[src/design/sted_pkg.sv]
package sted_pkg;

  localparam int unsigned CoordW = 24;
  localparam int unsigned RadW   = 23;
  localparam int unsigned IdW    = 16;
  localparam int unsigned CntW   = 5;
  // squared distance sum width: three 25-bit differences squared
  localparam int unsigned SqW    = 52;

  typedef enum logic [1:0] {
    OP_ADD    = 2'd0,
    OP_REMOVE = 2'd1,
    OP_UPDATE = 2'd2,
    OP_QUERY  = 2'd3
  } opcode_t;

  typedef enum logic [2:0] {
    K_ADDED    = 3'd0,
    K_FULL     = 3'd1,
    K_REMOVED  = 3'd2,
    K_NOTFOUND = 3'd3,
    K_ENTER    = 3'd4,
    K_EXIT     = 3'd5,
    K_DONE     = 3'd6,
    K_QUERY    = 3'd7
  } kind_t;

  typedef enum logic [3:0] {
    ST_IDLE,
    ST_FIND,
    ST_SHIFT,
    ST_RD,
    ST_DX,
    ST_DY,
    ST_DZ,
    ST_RR,
    ST_CMP
  } state_t;

  typedef struct packed {
    logic [1:0]               opcode;
    logic signed [CoordW-1:0] pos_x;
    logic signed [CoordW-1:0] pos_y;
    logic signed [CoordW-1:0] pos_z;
    logic [RadW-1:0]          radius;
    logic [IdW-1:0]           trigger_id;
  } in_beat_t;

  typedef struct packed {
    logic [2:0]      kind;
    logic [IdW-1:0]  result_id;
    logic            inside_res;
    logic [CntW-1:0] live_count;
    logic            last;
  } out_beat_t;

  // operand select for the shared squaring unit
  typedef enum logic [1:0] {
    SQ_X,
    SQ_Y,
    SQ_Z,
    SQ_R
  } sq_sel_t;

endpackage

[src/design/sted_sq_unit.sv]
// Shared squaring unit: one 25x25 square per cycle while en is high, registered,
// with an accumulator for the distance sum.
module sted_sq_unit (
  input  logic                          clk,
  input  logic                          en,
  input  logic                          clr,
  input  logic signed [sted_pkg::CoordW:0] opnd,
  output logic [sted_pkg::SqW-1:0]      acc_r,
  output logic [sted_pkg::SqW-1:0]      sq_r
);

  logic signed [2*sted_pkg::CoordW+1:0] sq_s;
  logic [2*sted_pkg::CoordW+1:0]        sq_full;
  logic [sted_pkg::SqW-1:0]             acc_nxt;

  // full-width signed product, never negative
  assign sq_s    = opnd * opnd;
  assign sq_full = unsigned'(sq_s);

  // accumulate previous square while producing the next
  always_comb begin
    acc_nxt = acc_r;
    if (clr) begin
      acc_nxt = '0;
    end else if (en) begin
      acc_nxt = acc_r + sq_r;
    end
  end

  always_ff @(posedge clk) begin
    if (en) begin
      sq_r <= sted_pkg::SqW'(sq_full);
    end
    acc_r <= acc_nxt;
  end

endmodule

[src/design/sphere_trigger_edge_detector_top.sv]
// Sphere trigger enter/exit detector.
// Input channel: in_beat is taken at a clock edge with start high and busy
// low. Result channel: each result beat sits on out_beat for one cycle with
// out_valid high; out_beat.last marks the final beat of an input. The
// receiver cannot stall, so no result is ever held back.
// Work per command, with n live triggers:
//   add                 : one beat
//   query               : one entry searched at a time (read, then compare)
//                         until the id is found or all n entries are checked
//   remove              : the same search, then each later entry is read and
//                         copied down one place
//   position update     : one beat per changed flag, then a done beat (one
//                         shared squarer does x, y, z and the radius in turn
//                         for every trigger)
// busy stays high until the last beat of an input has gone out, so the next
// command is taken only after that beat.
// Reset (synchronous, rst_n low) empties the table, clears all inside
// flags and sets the next id to one.
module sphere_trigger_edge_detector_top #(
  parameter int MAX_TRIGGERS = 16
) (
  input  logic                 clk,
  input  logic                 rst_n,
  input  logic                 start,
  output logic                 busy,
  input  sted_pkg::in_beat_t   in_beat,
  output logic                 out_valid,
  output sted_pkg::out_beat_t  out_beat
);

  localparam int IdxW = (MAX_TRIGGERS > 1) ? $clog2(MAX_TRIGGERS) : 1;
  localparam int NW   = $clog2(MAX_TRIGGERS + 1);

  // table storage
  logic signed [sted_pkg::CoordW-1:0] cx_mem [MAX_TRIGGERS];
  logic signed [sted_pkg::CoordW-1:0] cy_mem [MAX_TRIGGERS];
  logic signed [sted_pkg::CoordW-1:0] cz_mem [MAX_TRIGGERS];
  logic [sted_pkg::RadW-1:0]          rad_mem [MAX_TRIGGERS];
  logic [sted_pkg::IdW-1:0]           id_mem [MAX_TRIGGERS];
  logic [MAX_TRIGGERS-1:0]            ins_r, ins_nxt;

  sted_pkg::state_t   state_r, state_nxt;
  sted_pkg::in_beat_t req_r, req_nxt;
  logic [NW-1:0]      cnt_r, cnt_nxt;
  logic [NW-1:0]      idx_r, idx_nxt;
  logic [sted_pkg::IdW-1:0] nid_r, nid_nxt;
  logic               ov_r, ov_nxt;
  sted_pkg::out_beat_t ob_r, ob_nxt;

  // registered entry read
  logic signed [sted_pkg::CoordW-1:0] rx_r, ry_r, rz_r;
  logic [sted_pkg::RadW-1:0]          rr_r;
  logic [sted_pkg::IdW-1:0]           rid_r;
  logic [IdxW-1:0] ridx;
  logic [IdxW-1:0] widx;
  logic            wr_add, wr_shift;

  // squaring unit
  logic signed [sted_pkg::CoordW:0] opnd;
  logic                             sq_en, sq_clr;
  logic [sted_pkg::SqW-1:0]         acc, sq;
  logic [sted_pkg::SqW-1:0]         d2_r, d2_nxt;

  assign ridx = idx_r[IdxW-1:0];

  sted_sq_unit u_sq (
    .clk (clk), .en (sq_en), .clr (sq_clr), .opnd (opnd), .acc_r (acc), .sq_r (sq)
  );

  // memory writes and registered read
  always_ff @(posedge clk) begin
    if (wr_add) begin
      cx_mem[widx]  <= req_r.pos_x;
      cy_mem[widx]  <= req_r.pos_y;
      cz_mem[widx]  <= req_r.pos_z;
      rad_mem[widx] <= req_r.radius;
      id_mem[widx]  <= nid_r;
    end else if (wr_shift) begin
      cx_mem[widx]  <= rx_r;
      cy_mem[widx]  <= ry_r;
      cz_mem[widx]  <= rz_r;
      rad_mem[widx] <= rr_r;
      id_mem[widx]  <= rid_r;
    end
    rx_r  <= cx_mem[ridx];
    ry_r  <= cy_mem[ridx];
    rz_r  <= cz_mem[ridx];
    rr_r  <= rad_mem[ridx];
    rid_r <= id_mem[ridx];
  end

  // sequencer
  always_comb begin
    state_nxt = state_r;
    req_nxt   = req_r;
    cnt_nxt   = cnt_r;
    idx_nxt   = idx_r;
    nid_nxt   = nid_r;
    ins_nxt   = ins_r;
    d2_nxt    = d2_r;
    ov_nxt    = 1'b0;
    ob_nxt    = ob_r;
    wr_add    = 1'b0;
    wr_shift  = 1'b0;
    widx      = cnt_r[IdxW-1:0];
    sq_en     = 1'b0;
    sq_clr    = 1'b0;
    opnd      = '0;
    case (state_r)
      sted_pkg::ST_IDLE: begin
        // last result beat still showing keeps busy high
        if (start && !ov_r) begin
          req_nxt = in_beat;
          idx_nxt = '0;
          case (sted_pkg::opcode_t'(in_beat.opcode))
            sted_pkg::OP_ADD:    state_nxt = sted_pkg::ST_SHIFT;
            sted_pkg::OP_UPDATE: state_nxt = sted_pkg::ST_RD;
            default:             state_nxt = sted_pkg::ST_FIND;
          endcase
        end
      end
      // add completes here when the opcode is add; otherwise shift step
      sted_pkg::ST_SHIFT: begin
        if (req_r.opcode == sted_pkg::OP_ADD) begin
          ob_nxt = '{kind: sted_pkg::K_FULL, result_id: '0, inside_res: 1'b0,
                     live_count: 5'(cnt_r), last: 1'b1};
          if (32'(cnt_r) < MAX_TRIGGERS) begin
            wr_add  = 1'b1;
            ins_nxt[widx] = 1'b0;
            cnt_nxt = cnt_r + 1'b1;
            nid_nxt = nid_r + 1'b1;
            ob_nxt.kind = sted_pkg::K_ADDED;
            ob_nxt.result_id = nid_r;
            ob_nxt.live_count = 5'(cnt_r + 1'b1);
          end
          ov_nxt    = 1'b1;
          state_nxt = sted_pkg::ST_IDLE;
        end else begin
          // rx_r holds entry idx_r; copy it down one place
          widx = IdxW'(idx_r - 1'b1);
          wr_shift = 1'b1;
          ins_nxt[widx] = ins_r[ridx];
          if (idx_r + 1'b1 < cnt_r) begin
            idx_nxt = idx_r + 1'b1;
            state_nxt = sted_pkg::ST_RD;
          end else begin
            cnt_nxt = cnt_r - 1'b1;
            ob_nxt = '{kind: sted_pkg::K_REMOVED, result_id: req_r.trigger_id,
                       inside_res: 1'b0, live_count: 5'(cnt_r - 1'b1), last: 1'b1};
            ov_nxt = 1'b1;
            state_nxt = sted_pkg::ST_IDLE;
          end
        end
      end
      // search: one entry at a time (read address, then compare)
      sted_pkg::ST_FIND: begin
        if (idx_r >= cnt_r) begin
          ob_nxt = '{kind: sted_pkg::K_QUERY, result_id: req_r.trigger_id,
                     inside_res: 1'b0, live_count: 5'(cnt_r), last: 1'b1};
          if (req_r.opcode == sted_pkg::OP_REMOVE) begin
            ob_nxt.kind = sted_pkg::K_NOTFOUND;
          end
          ov_nxt = 1'b1;
          state_nxt = sted_pkg::ST_IDLE;
        end else begin
          state_nxt = sted_pkg::ST_CMP;
        end
      end
      sted_pkg::ST_CMP: begin
        if (req_r.opcode == sted_pkg::OP_UPDATE) begin
          // d2 accumulated, sq holds r^2
          if ((d2_r <= sq) != ins_r[ridx]) begin
            ins_nxt[ridx] = (d2_r <= sq);
            ob_nxt = '{kind: (d2_r <= sq) ? sted_pkg::K_ENTER : sted_pkg::K_EXIT,
                       result_id: rid_r, inside_res: 1'b0,
                       live_count: 5'(cnt_r), last: 1'b0};
            ov_nxt = 1'b1;
          end
          idx_nxt = idx_r + 1'b1;
          state_nxt = sted_pkg::ST_RD;
        end else if (rid_r == req_r.trigger_id) begin
          if (req_r.opcode == sted_pkg::OP_QUERY) begin
            ob_nxt = '{kind: sted_pkg::K_QUERY, result_id: req_r.trigger_id,
                       inside_res: ins_r[ridx], live_count: 5'(cnt_r), last: 1'b1};
            ov_nxt = 1'b1;
            state_nxt = sted_pkg::ST_IDLE;
          end else if (idx_r + 1'b1 < cnt_r) begin
            idx_nxt = idx_r + 1'b1;
            state_nxt = sted_pkg::ST_RD;
          end else begin
            cnt_nxt = cnt_r - 1'b1;
            ob_nxt = '{kind: sted_pkg::K_REMOVED, result_id: req_r.trigger_id,
                       inside_res: 1'b0, live_count: 5'(cnt_r - 1'b1), last: 1'b1};
            ov_nxt = 1'b1;
            state_nxt = sted_pkg::ST_IDLE;
          end
        end else begin
          idx_nxt = idx_r + 1'b1;
          state_nxt = sted_pkg::ST_FIND;
        end
      end
      // read wait: remove goes to shift; update computes, or ends once all entries are done
      sted_pkg::ST_RD: begin
        if (req_r.opcode == sted_pkg::OP_REMOVE) begin
          state_nxt = sted_pkg::ST_SHIFT;
        end else if (idx_r >= cnt_r) begin
          ob_nxt = '{kind: sted_pkg::K_DONE, result_id: '0, inside_res: 1'b0,
                     live_count: 5'(cnt_r), last: 1'b1};
          ov_nxt = 1'b1;
          state_nxt = sted_pkg::ST_IDLE;
        end else begin
          state_nxt = sted_pkg::ST_DX;
        end
      end
      sted_pkg::ST_DX: begin
        sq_clr = 1'b1;
        sq_en  = 1'b1;
        opnd = (sted_pkg::CoordW+1)'(req_r.pos_x) - (sted_pkg::CoordW+1)'(rx_r);
        state_nxt = sted_pkg::ST_DY;
      end
      sted_pkg::ST_DY: begin
        sq_en = 1'b1;
        opnd = (sted_pkg::CoordW+1)'(req_r.pos_y) - (sted_pkg::CoordW+1)'(ry_r);
        state_nxt = sted_pkg::ST_DZ;
      end
      sted_pkg::ST_DZ: begin
        sq_en = 1'b1;
        opnd = (sted_pkg::CoordW+1)'(req_r.pos_z) - (sted_pkg::CoordW+1)'(rz_r);
        state_nxt = sted_pkg::ST_RR;
      end
      sted_pkg::ST_RR: begin
        sq_en = 1'b1;
        opnd = $signed({2'b00, rr_r});
        d2_nxt = acc + sq;
        state_nxt = sted_pkg::ST_CMP;
      end
      default: state_nxt = sted_pkg::ST_IDLE;
    endcase
  end

  always_ff @(posedge clk) begin
    if (!rst_n) begin
      state_r <= sted_pkg::ST_IDLE;
      cnt_r   <= '0;
      nid_r   <= 16'd1;
      ins_r   <= '0;
      ov_r    <= 1'b0;
      idx_r   <= '0;
    end else begin
      state_r <= state_nxt;
      cnt_r   <= cnt_nxt;
      nid_r   <= nid_nxt;
      ins_r   <= ins_nxt;
      ov_r    <= ov_nxt;
      idx_r   <= idx_nxt;
    end
    req_r <= req_nxt;
    ob_r  <= ob_nxt;
    d2_r  <= d2_nxt;
  end

  assign busy      = (state_r != sted_pkg::ST_IDLE) || ov_r;
  assign out_valid = ov_r;
  assign out_beat  = ob_r;

endmodule

[config.mk]
export PLATFORM = sky130hd
export DESIGN_NAME = sphere_trigger_edge_detector_top
export DESIGN_NICKNAME = d
export VERILOG_FILES = /design/src/design/sted_pkg.sv /design/src/design/sted_sq_unit.sv /design/src/design/sphere_trigger_edge_detector_top.sv
export SDC_FILE = /design/constraint.sdc
export NUM_CORES = 2
export LEC_CHECK = 0
export BUFFER_PORTS_ARGS = -buffer_cell sky130_fd_sc_hd__buf_2
export CAP_MARGIN = 25
export CORE_MARGIN = 3
export CORE_UTILIZATION = 30
export CTS_BUF_LIST = sky130_fd_sc_hd__clkbuf_8
export CTS_CLUSTER_DIAMETER = 30
export DETAILED_ROUTE_END_ITERATION = 8
export HOLD_SLACK_MARGIN = 0.05
export PLACE_DENSITY = 0.54
export SYNTH_ARGS = -nofsm -noshare
export SYNTH_HDL_FRONTEND = slang
export SYNTH_HIERARCHICAL = 1
export SYNTH_SLANG_ARGS = --single-unit
[constraint.sdc]
create_clock -name clk -period 11.6 [get_ports clk]
set_clock_uncertainty 0.05 [all_clocks]
set_input_delay 0.58 -clock clk [delete_from_list [all_inputs] [get_ports clk]]
set_output_delay 0.58 -clock clk [all_outputs]
set_load 0.05 [all_outputs]
# Yosys cells after proc, flatten, opt, wreduce, memory -nomap -nowiden

Memory sizes are Yosys's and may differ from the RTL's. A register that Yosys moved wholly into a read port is not among the register bits.
Cells that the tools add are included.

Output and inout port bits: 28
Memory bits (writable): 1776
Input bits: 116
Memories kept: 5
Register bits: 340

Memories:

| memory  | depth | bits a word | read ports | clocked after memory_dff | write ports | RTL line                               | RTL |
|---|---|---|---|---|---|---|---|
| cx_mem  | 16    | 24          | 1          | 1                        | 1           | sphere_trigger_edge_detector_top.sv:35 | `logic signed [sted_pkg::CoordW-1:0] cx_mem [MAX_TRIGGERS];` |
| cy_mem  | 16    | 24          | 1          | 1                        | 1           | sphere_trigger_edge_detector_top.sv:36 | `logic signed [sted_pkg::CoordW-1:0] cy_mem [MAX_TRIGGERS];` |
| cz_mem  | 16    | 24          | 1          | 1                        | 1           | sphere_trigger_edge_detector_top.sv:37 | `logic signed [sted_pkg::CoordW-1:0] cz_mem [MAX_TRIGGERS];` |
| rad_mem | 16    | 23          | 1          | 1                        | 1           | sphere_trigger_edge_detector_top.sv:38 | `logic [sted_pkg::RadW-1:0] rad_mem [MAX_TRIGGERS];` |
| id_mem  | 16    | 16          | 1          | 1                        | 1           | sphere_trigger_edge_detector_top.sv:39 | `logic [sted_pkg::IdW-1:0] id_mem [MAX_TRIGGERS];` |

Equality and inequality tests: 28
Reduce and logical (&&, ||, !) cells: 20
Multiplexer cells: 82
Bitwise logic cells: 7
Magnitude comparators: 10
$add $sub $neg: 9
Multiply operators: 1

Operators by type and width:

| cell                                               | count |
|---|---|
| 2-to-1 mux 26 bit                                  | 9 |
| one-hot mux 26 bit (4 select lines)                | 1 |
| one-hot mux 25 bit (4 select lines)                | 1 |
| 2-to-1 mux 16 bit                                  | 5 |
| subtractor 24 x 24 -> 25 bit                       | 3 |
| 2-to-1 mux 24 bit                                  | 3 |
| 2-to-1 mux 5 bit                                   | 12 |
| adder 52 x 50 -> 52 bit                            | 1 |
| less-or-equal comparator 52 x 50 -> 1 bit          | 1 |
| multiplier 25 x 25 -> 50 bit                       | 1 |
| one-hot mux 4 bit (9 select lines)                 | 1 |
| bitwise mux 16 bit                                 | 2 |
| one-hot mux 16 bit (2 select lines)                | 1 |
| 2-to-1 mux 4 bit                                   | 7 |
| 2-to-1 mux 1 bit                                   | 25 |
| 2-to-1 mux 23 bit                                  | 1 |
| inequality test 2 bit, second input constant       | 10 |
| 2-to-1 mux 17 bit                                  | 1 |
| adder 16 x 1 -> 16 bit, second input constant      | 1 |
| AND 16 bit                                         | 1 |
| == test 16 bit                                     | 1 |
| == test 4 x 3 -> 1 bit, second input constant      | 4 |
| inverter 16 bit                                    | 1 |
| < comparator 4 x 5 -> 1 bit, second input constant | 3 |
| other kinds (37)                                   | 61 |

# Logic depth before layout (Yosys ltp)

Word-level depth: 9
Gate-level depth with buffers: 43
Depth with buffers taken out: 41

# Hierarchy

The synthesis kept the hierarchy.

By module, submodules not included:

| module                           | times used | area each (um^2) | cells an instance |
|---|---|---|---|
| sphere_trigger_edge_detector_top | 1          | 88705.1          | 4944 |
| sted_sq_unit                     | 1          | 26417.8          | 2780 |

# Least setup slack after synthesis

No wires, ideal clock.

Path type: register -> register
Start point: reg state_r[0]
End point: reg u_sq/sq_r[49] in the netlist's numbering, data pin
Path slack: 1.416 ns
Setup time: 0.260 ns
Clock period less this slack: 10.184 ns
Data arrival time: 9.874 ns
Stages on the path, launching flop included: 35
Cell sequence: dfxtp_1 > clkbuf_1 > nand2_1 > nor2_1 > clkbuf_1 > a22oi_1 > o311ai_0 > clkbuf_1 > nand2_1 > fa_1 > inv_1 > fa_1 > inv_1 > fa_1 > inv_1 > fa_1 > inv_1 > fa_1 > inv_1 > fa_1 > inv_1 > fa_1 > inv_1 > ha_1 > clkbuf_1 > nand2_1 > a2111oi_4 > nand4_1 > a211oi_1 > a21o_1 > nand3_1 > a31oi_1 > a21o_1 > a21oi_1 > xnor2_1

Longest elaborated chain between the ends: 3

RTL lines:

| item                                  | RTL line                                | RTL |
|---|---|---|
| start: declaration                    | sphere_trigger_edge_detector_top.sv:42  | `sted_pkg::state_t state_r, state_nxt;` |
| start signal: assignment              | sphere_trigger_edge_detector_top.sv:243 | `state_r <= sted_pkg::ST_IDLE;` |
| start signal: assignment              | sphere_trigger_edge_detector_top.sv:250 | `state_r <= state_nxt;` |
| == test 4 x 3 -> 1 bit                | sphere_trigger_edge_detector_top.sv:109 | `case (state_r)` |
| one-hot mux 25 bit (4 select lines) * | sphere_trigger_edge_detector_top.sv:109 |  |
| net opnd (one bit)                    | sphere_trigger_edge_detector_top.sv:59  | `logic signed [sted_pkg::CoordW:0] opnd;` |
| multiplier 25 x 25 -> 50 bit *        | sted_sq_unit.sv:17                      | `assign sq_s = opnd * opnd;` |
| net u_sq.sq_full (one bit)            | sted_sq_unit.sv:13                      | `logic [2*sted_pkg::CoordW+1:0] sq_full;` |
| end signal: assignment                | sted_sq_unit.sv:32                      | `sq_r <= sted_pkg::SqW'(sq_full);` |
| end: declaration                      | sted_sq_unit.sv:9                       | `output logic [sted_pkg::SqW-1:0] sq_r` |

Mark *: on every way through the listed nets, which the timed path passes. The rest lies on a longest branch.
A chain may end at the register's enable or synchronous reset.

# Worst setup path after layout

Start point: reg req_r[39] in the netlist's numbering
End point: reg u_sq/sq_r[49] in the netlist's numbering, data pin

Longest elaborated chain between the ends: 3

RTL lines:

| item                                | RTL line                                | RTL |
|---|---|---|
| start: declaration                  | sphere_trigger_edge_detector_top.sv:43  | `sted_pkg::in_beat_t req_r, req_nxt;` |
| start signal: assignment            | sphere_trigger_edge_detector_top.sv:257 | `req_r <= req_nxt;` |
| subtractor 24 x 24 -> 25 bit        | sphere_trigger_edge_detector_top.sv:228 | `opnd = (sted_pkg::CoordW+1)'(req_r.pos_z) - (sted_pkg::CoordW+1)'(rz_r);` |
| one-hot mux 25 bit (4 select lines) | sphere_trigger_edge_detector_top.sv:109 |  |
| net opnd (one bit)                  | sphere_trigger_edge_detector_top.sv:59  |  |
| multiplier 25 x 25 -> 50 bit        | sted_sq_unit.sv:17                      |  |
| net u_sq.sq_full (one bit)          | sted_sq_unit.sv:13                      |  |

The timed path passes the listed nets, and every way through them passes these cells.

==> flow_summary.toml <==
[run_status]
status = "completed"

[yosys]
synth_common_cells = "edfxtp_1, inv_1, fa_1, nand2_1, mux4_2"
synth_cells = 7724
synth-main-ff-cell = "edfxtp_1"
synth_cell_types = 112
yosys_warnings = 6
ys_top_cells_by_area = "edfxtp_1, mux4_2, fa_1"
synthAdderAreaFrac = 0.149
yosysTopAreaCellShare = 0.526
synth_area_um2 = 115000
synth_top_area_cell = "edfxtp_1"
synth.yosys.seq_area_share = 0.562
synth.area.mux_share = 0.115
synth_compound_area_frac = 0.0605
synthArstFlopShare = 0
synth-seq-cells = 2226
synth_most_common_cell = "edfxtp_1"
synth-edff-count = 2016
synth_area_per_cell_um2 = 14.9
synth-xor-area-share = 0.0186
synth_top_family_by_area = "adder cells"
synth_simple_gate_area_share = 0.0547

[power]
p_per_area_nw_per_um2 = 186
swShare = 0.304
leakagePower_nw = 50.7
p_clk_frac = 0.368
intPower_mw = 17.4
combPwrFrac = 0.205
power_switching_mw = 7.58
p_seq_frac = 0.428
peakVddDrop_mv = 0.140

[floorplanning]
die_width_um = 625
die_area_um2 = 391000
start_util = 0.302
core_region_area_um2 = 381000
io_pins = 144
rows = 226
die_h_um = 625

[detailed_routing]
via_per_inst = 4.92
remaining_drc_errors = 0
wl_per_cell_um = 22.7
num_vias = 67600
drt_first_pass_iters = 7
first_iter_violations = 5858
final_antenna_net_count = 0
routed_wirelength_um = 312000

[cts]
cts_buffer_depth = 4
clock_latency_ns = 1.11
htree_levels = 5
clkSinkCount = 2226
cts_tree = "yes"
cts_buffers = 454
root_buffer = "clkbuf_8"
clkTransAtPathRegs_ns = 0.06

[sta]
finalSetupViolCount = 0
clock.fmax_ghz = 0.0917
min_period_ns = 10.91
slew_headroom = 0.268
slew_viol_final = 0
period_share = 0.941
timing.hold.ws_ns = 0.171
tightest_slew_ns = 1.10
timing_hold_violations_final = 0
grt_setup_unrepaired = "false"
tns_ns = 0

[critical_path]
cp_data_required_time_ns = 12.28
cp_slowest_cell = "fa_1"
worstSetupPathType = "flip-flop to flip-flop"
critPathLaunchType = "flip-flop"
cp.arrival_ns = 11.59
crit_path_end_kind = "flip-flop"
cp_max_fo = 23
cp_slowest_stage_delay_ns = 0.52
crit_family = "adder cells"
worst_path_most_repeated_cell = "fa_1"
cp_num_buf_inv = 7

[place]
io_buffers = 143
hpwl_um = 200000
placedCellCount = 12800
routabilityCongestion = 0.863
place_area_um2 = 123000

[layout]
drive_gt1_frac = 0.199
design_area_um2 = 134000
area_growth_pct = 16.8
fin_util = 0.353
final_nets = 9436
stdcell_count = 13700

[global_routing]
antenna_found_initial = 5
first_global_vias = 71800
gr-total-overflow = 0
grt_pass1_wl_um = 466000
track_usage = 0.158
grt_max_degree = 143

[hold_path]
hp-class = "input port to flip-flop"

[flow_run]
cap_viol_max_count = 0
final timing paths:
| check | start | depth (start not counted) | slack [ns] | to |
|---|---|---|---|---|
| hold reg to reg | ins_r[15]$_SDFFE_PN0P_ | 2 | 0.40 | ins_r[15]$_SDFFE_PN0P_ |
| setup reg to reg | req_r[39]$_DFFE_PP_ | 39 | 0.69 | u_sq/sq_r[49]$_DFFE_PP_ |
| setup / recovery | req_r[39]$_DFFE_PP_ | 39 | 0.69 | u_sq/sq_r[49]$_DFFE_PP_ |
| hold / removal | in_beat[85] | 2 | 0.17 | req_r[85]$_DFFE_PP_ |
layer usage:
layer | track usage | vias up | routed length [um]
met4 | 0.0468 | 0 | 8550
li1 | - | 29700 | -
met1 | 0.213 | 35100 | 134000
met2 | 0.264 | 2323 | 152000
met5 | 0 | - | 0
met3 | 0.0217 | 503 | 17800
cell usage in the layout (no fill, tap or decap), types with 45 or more instances in the layout:
cell type	count
nand2_1	601
a21oi_1	269
dfxtp_1	206
bufinv_16	64
dlygate4sd3_1	114
clkinv_1	48
nor3_1	51
clkinv_2	78
a21o_1	136
fa_1	610
mux4_2	562
nand4_1	47
nor2_1	250
edfxtp_1	2016
xnor2_1	149
mux2i_1	48
nand2b_1	51
inv_1	1000
buf_2	145
ha_1	392
nor2b_1	45
buf_4	183
clkbuf_8	503
nand3_1	56
o21ai_0	219
xor2_1	95
and2_1	124
a31oi_1	45
through the flow:
step	setup slack, ns	power [mW]
2_1_floorplan	1.42	14.0
3_3_place_gp	0.713	15.8
3_5_place_dp	0.748	15.9
4_1_cts	0.664	25.2
5_1_grt	0.0582	26.1
6_report	0.690	25.0
repair_timing:
| item | in CTS | in global routing |
|---|---|---|
| endpoints found under the setup margin | 0 | 1 |
| hold endpoints to repair | 130 | 0 |
| setup buffers | 0 | 3 |
| resized for setup | 0 | 0 |
| hold buffers | 114 | 0 |
sequential cells by signal, summed over array words and instances, names as in the netlist:
signal,count
ry_r,24
cy_mem,384
cnt_r,5
cz_mem,384
d2_r,52
idx_r,5
u_sq/acc_r,52
rad_mem,368
rz_r,24
req_r,113
out_beat,26
ins_r,16
cx_mem,384
id_mem,256
rr_r,23
out_valid,1
rx_r,24
rid_r,16
state_r,4
nid_r,16
u_sq/sq_r,49
power groups by stage:
stage | combinational [mW] | sequential (mW) | clock [mW]
finish | 5.11 | 10.7 | 9.19
global route | 5.58 | 10.7 | 9.78
CTS | 5.11 | 10.7 | 9.37
detailed placement | 5.05 | 10.8 | 0
global placement | 4.94 | 10.8 | 0
floorplan | 3.17 | 10.8 | 0
cell families (layout without fill, tap and decap cells):
family	count (synthesis)	count (layout)
other cells	1	7
simple gates	1359	1359
xor+xnor	244	244
fa+ha+maj	1002	1002
compound gates	1047	1047
mux	614	614
flops	2226	2226
buf+inv	1231	2217
cell type report:
| class | count | area [um2] |
|---|---|---|
| Antenna cell | 4 | 10.0 |
| Clock buffer | 503 | 6920 |
| Clock inverter | 347 | 3570 |
| Fill cell | 36300 | 246000 |
| Inverter | 911 | 3420 |
| Multi-Input combinational cell | 4269 | 45900 |
| Sequential cell | 2226 | 64800 |
| Tap cell | 5016 | 6280 |
| Timing Repair Buffer | 456 | 3520 |
(Power assumes the default switching activity.)
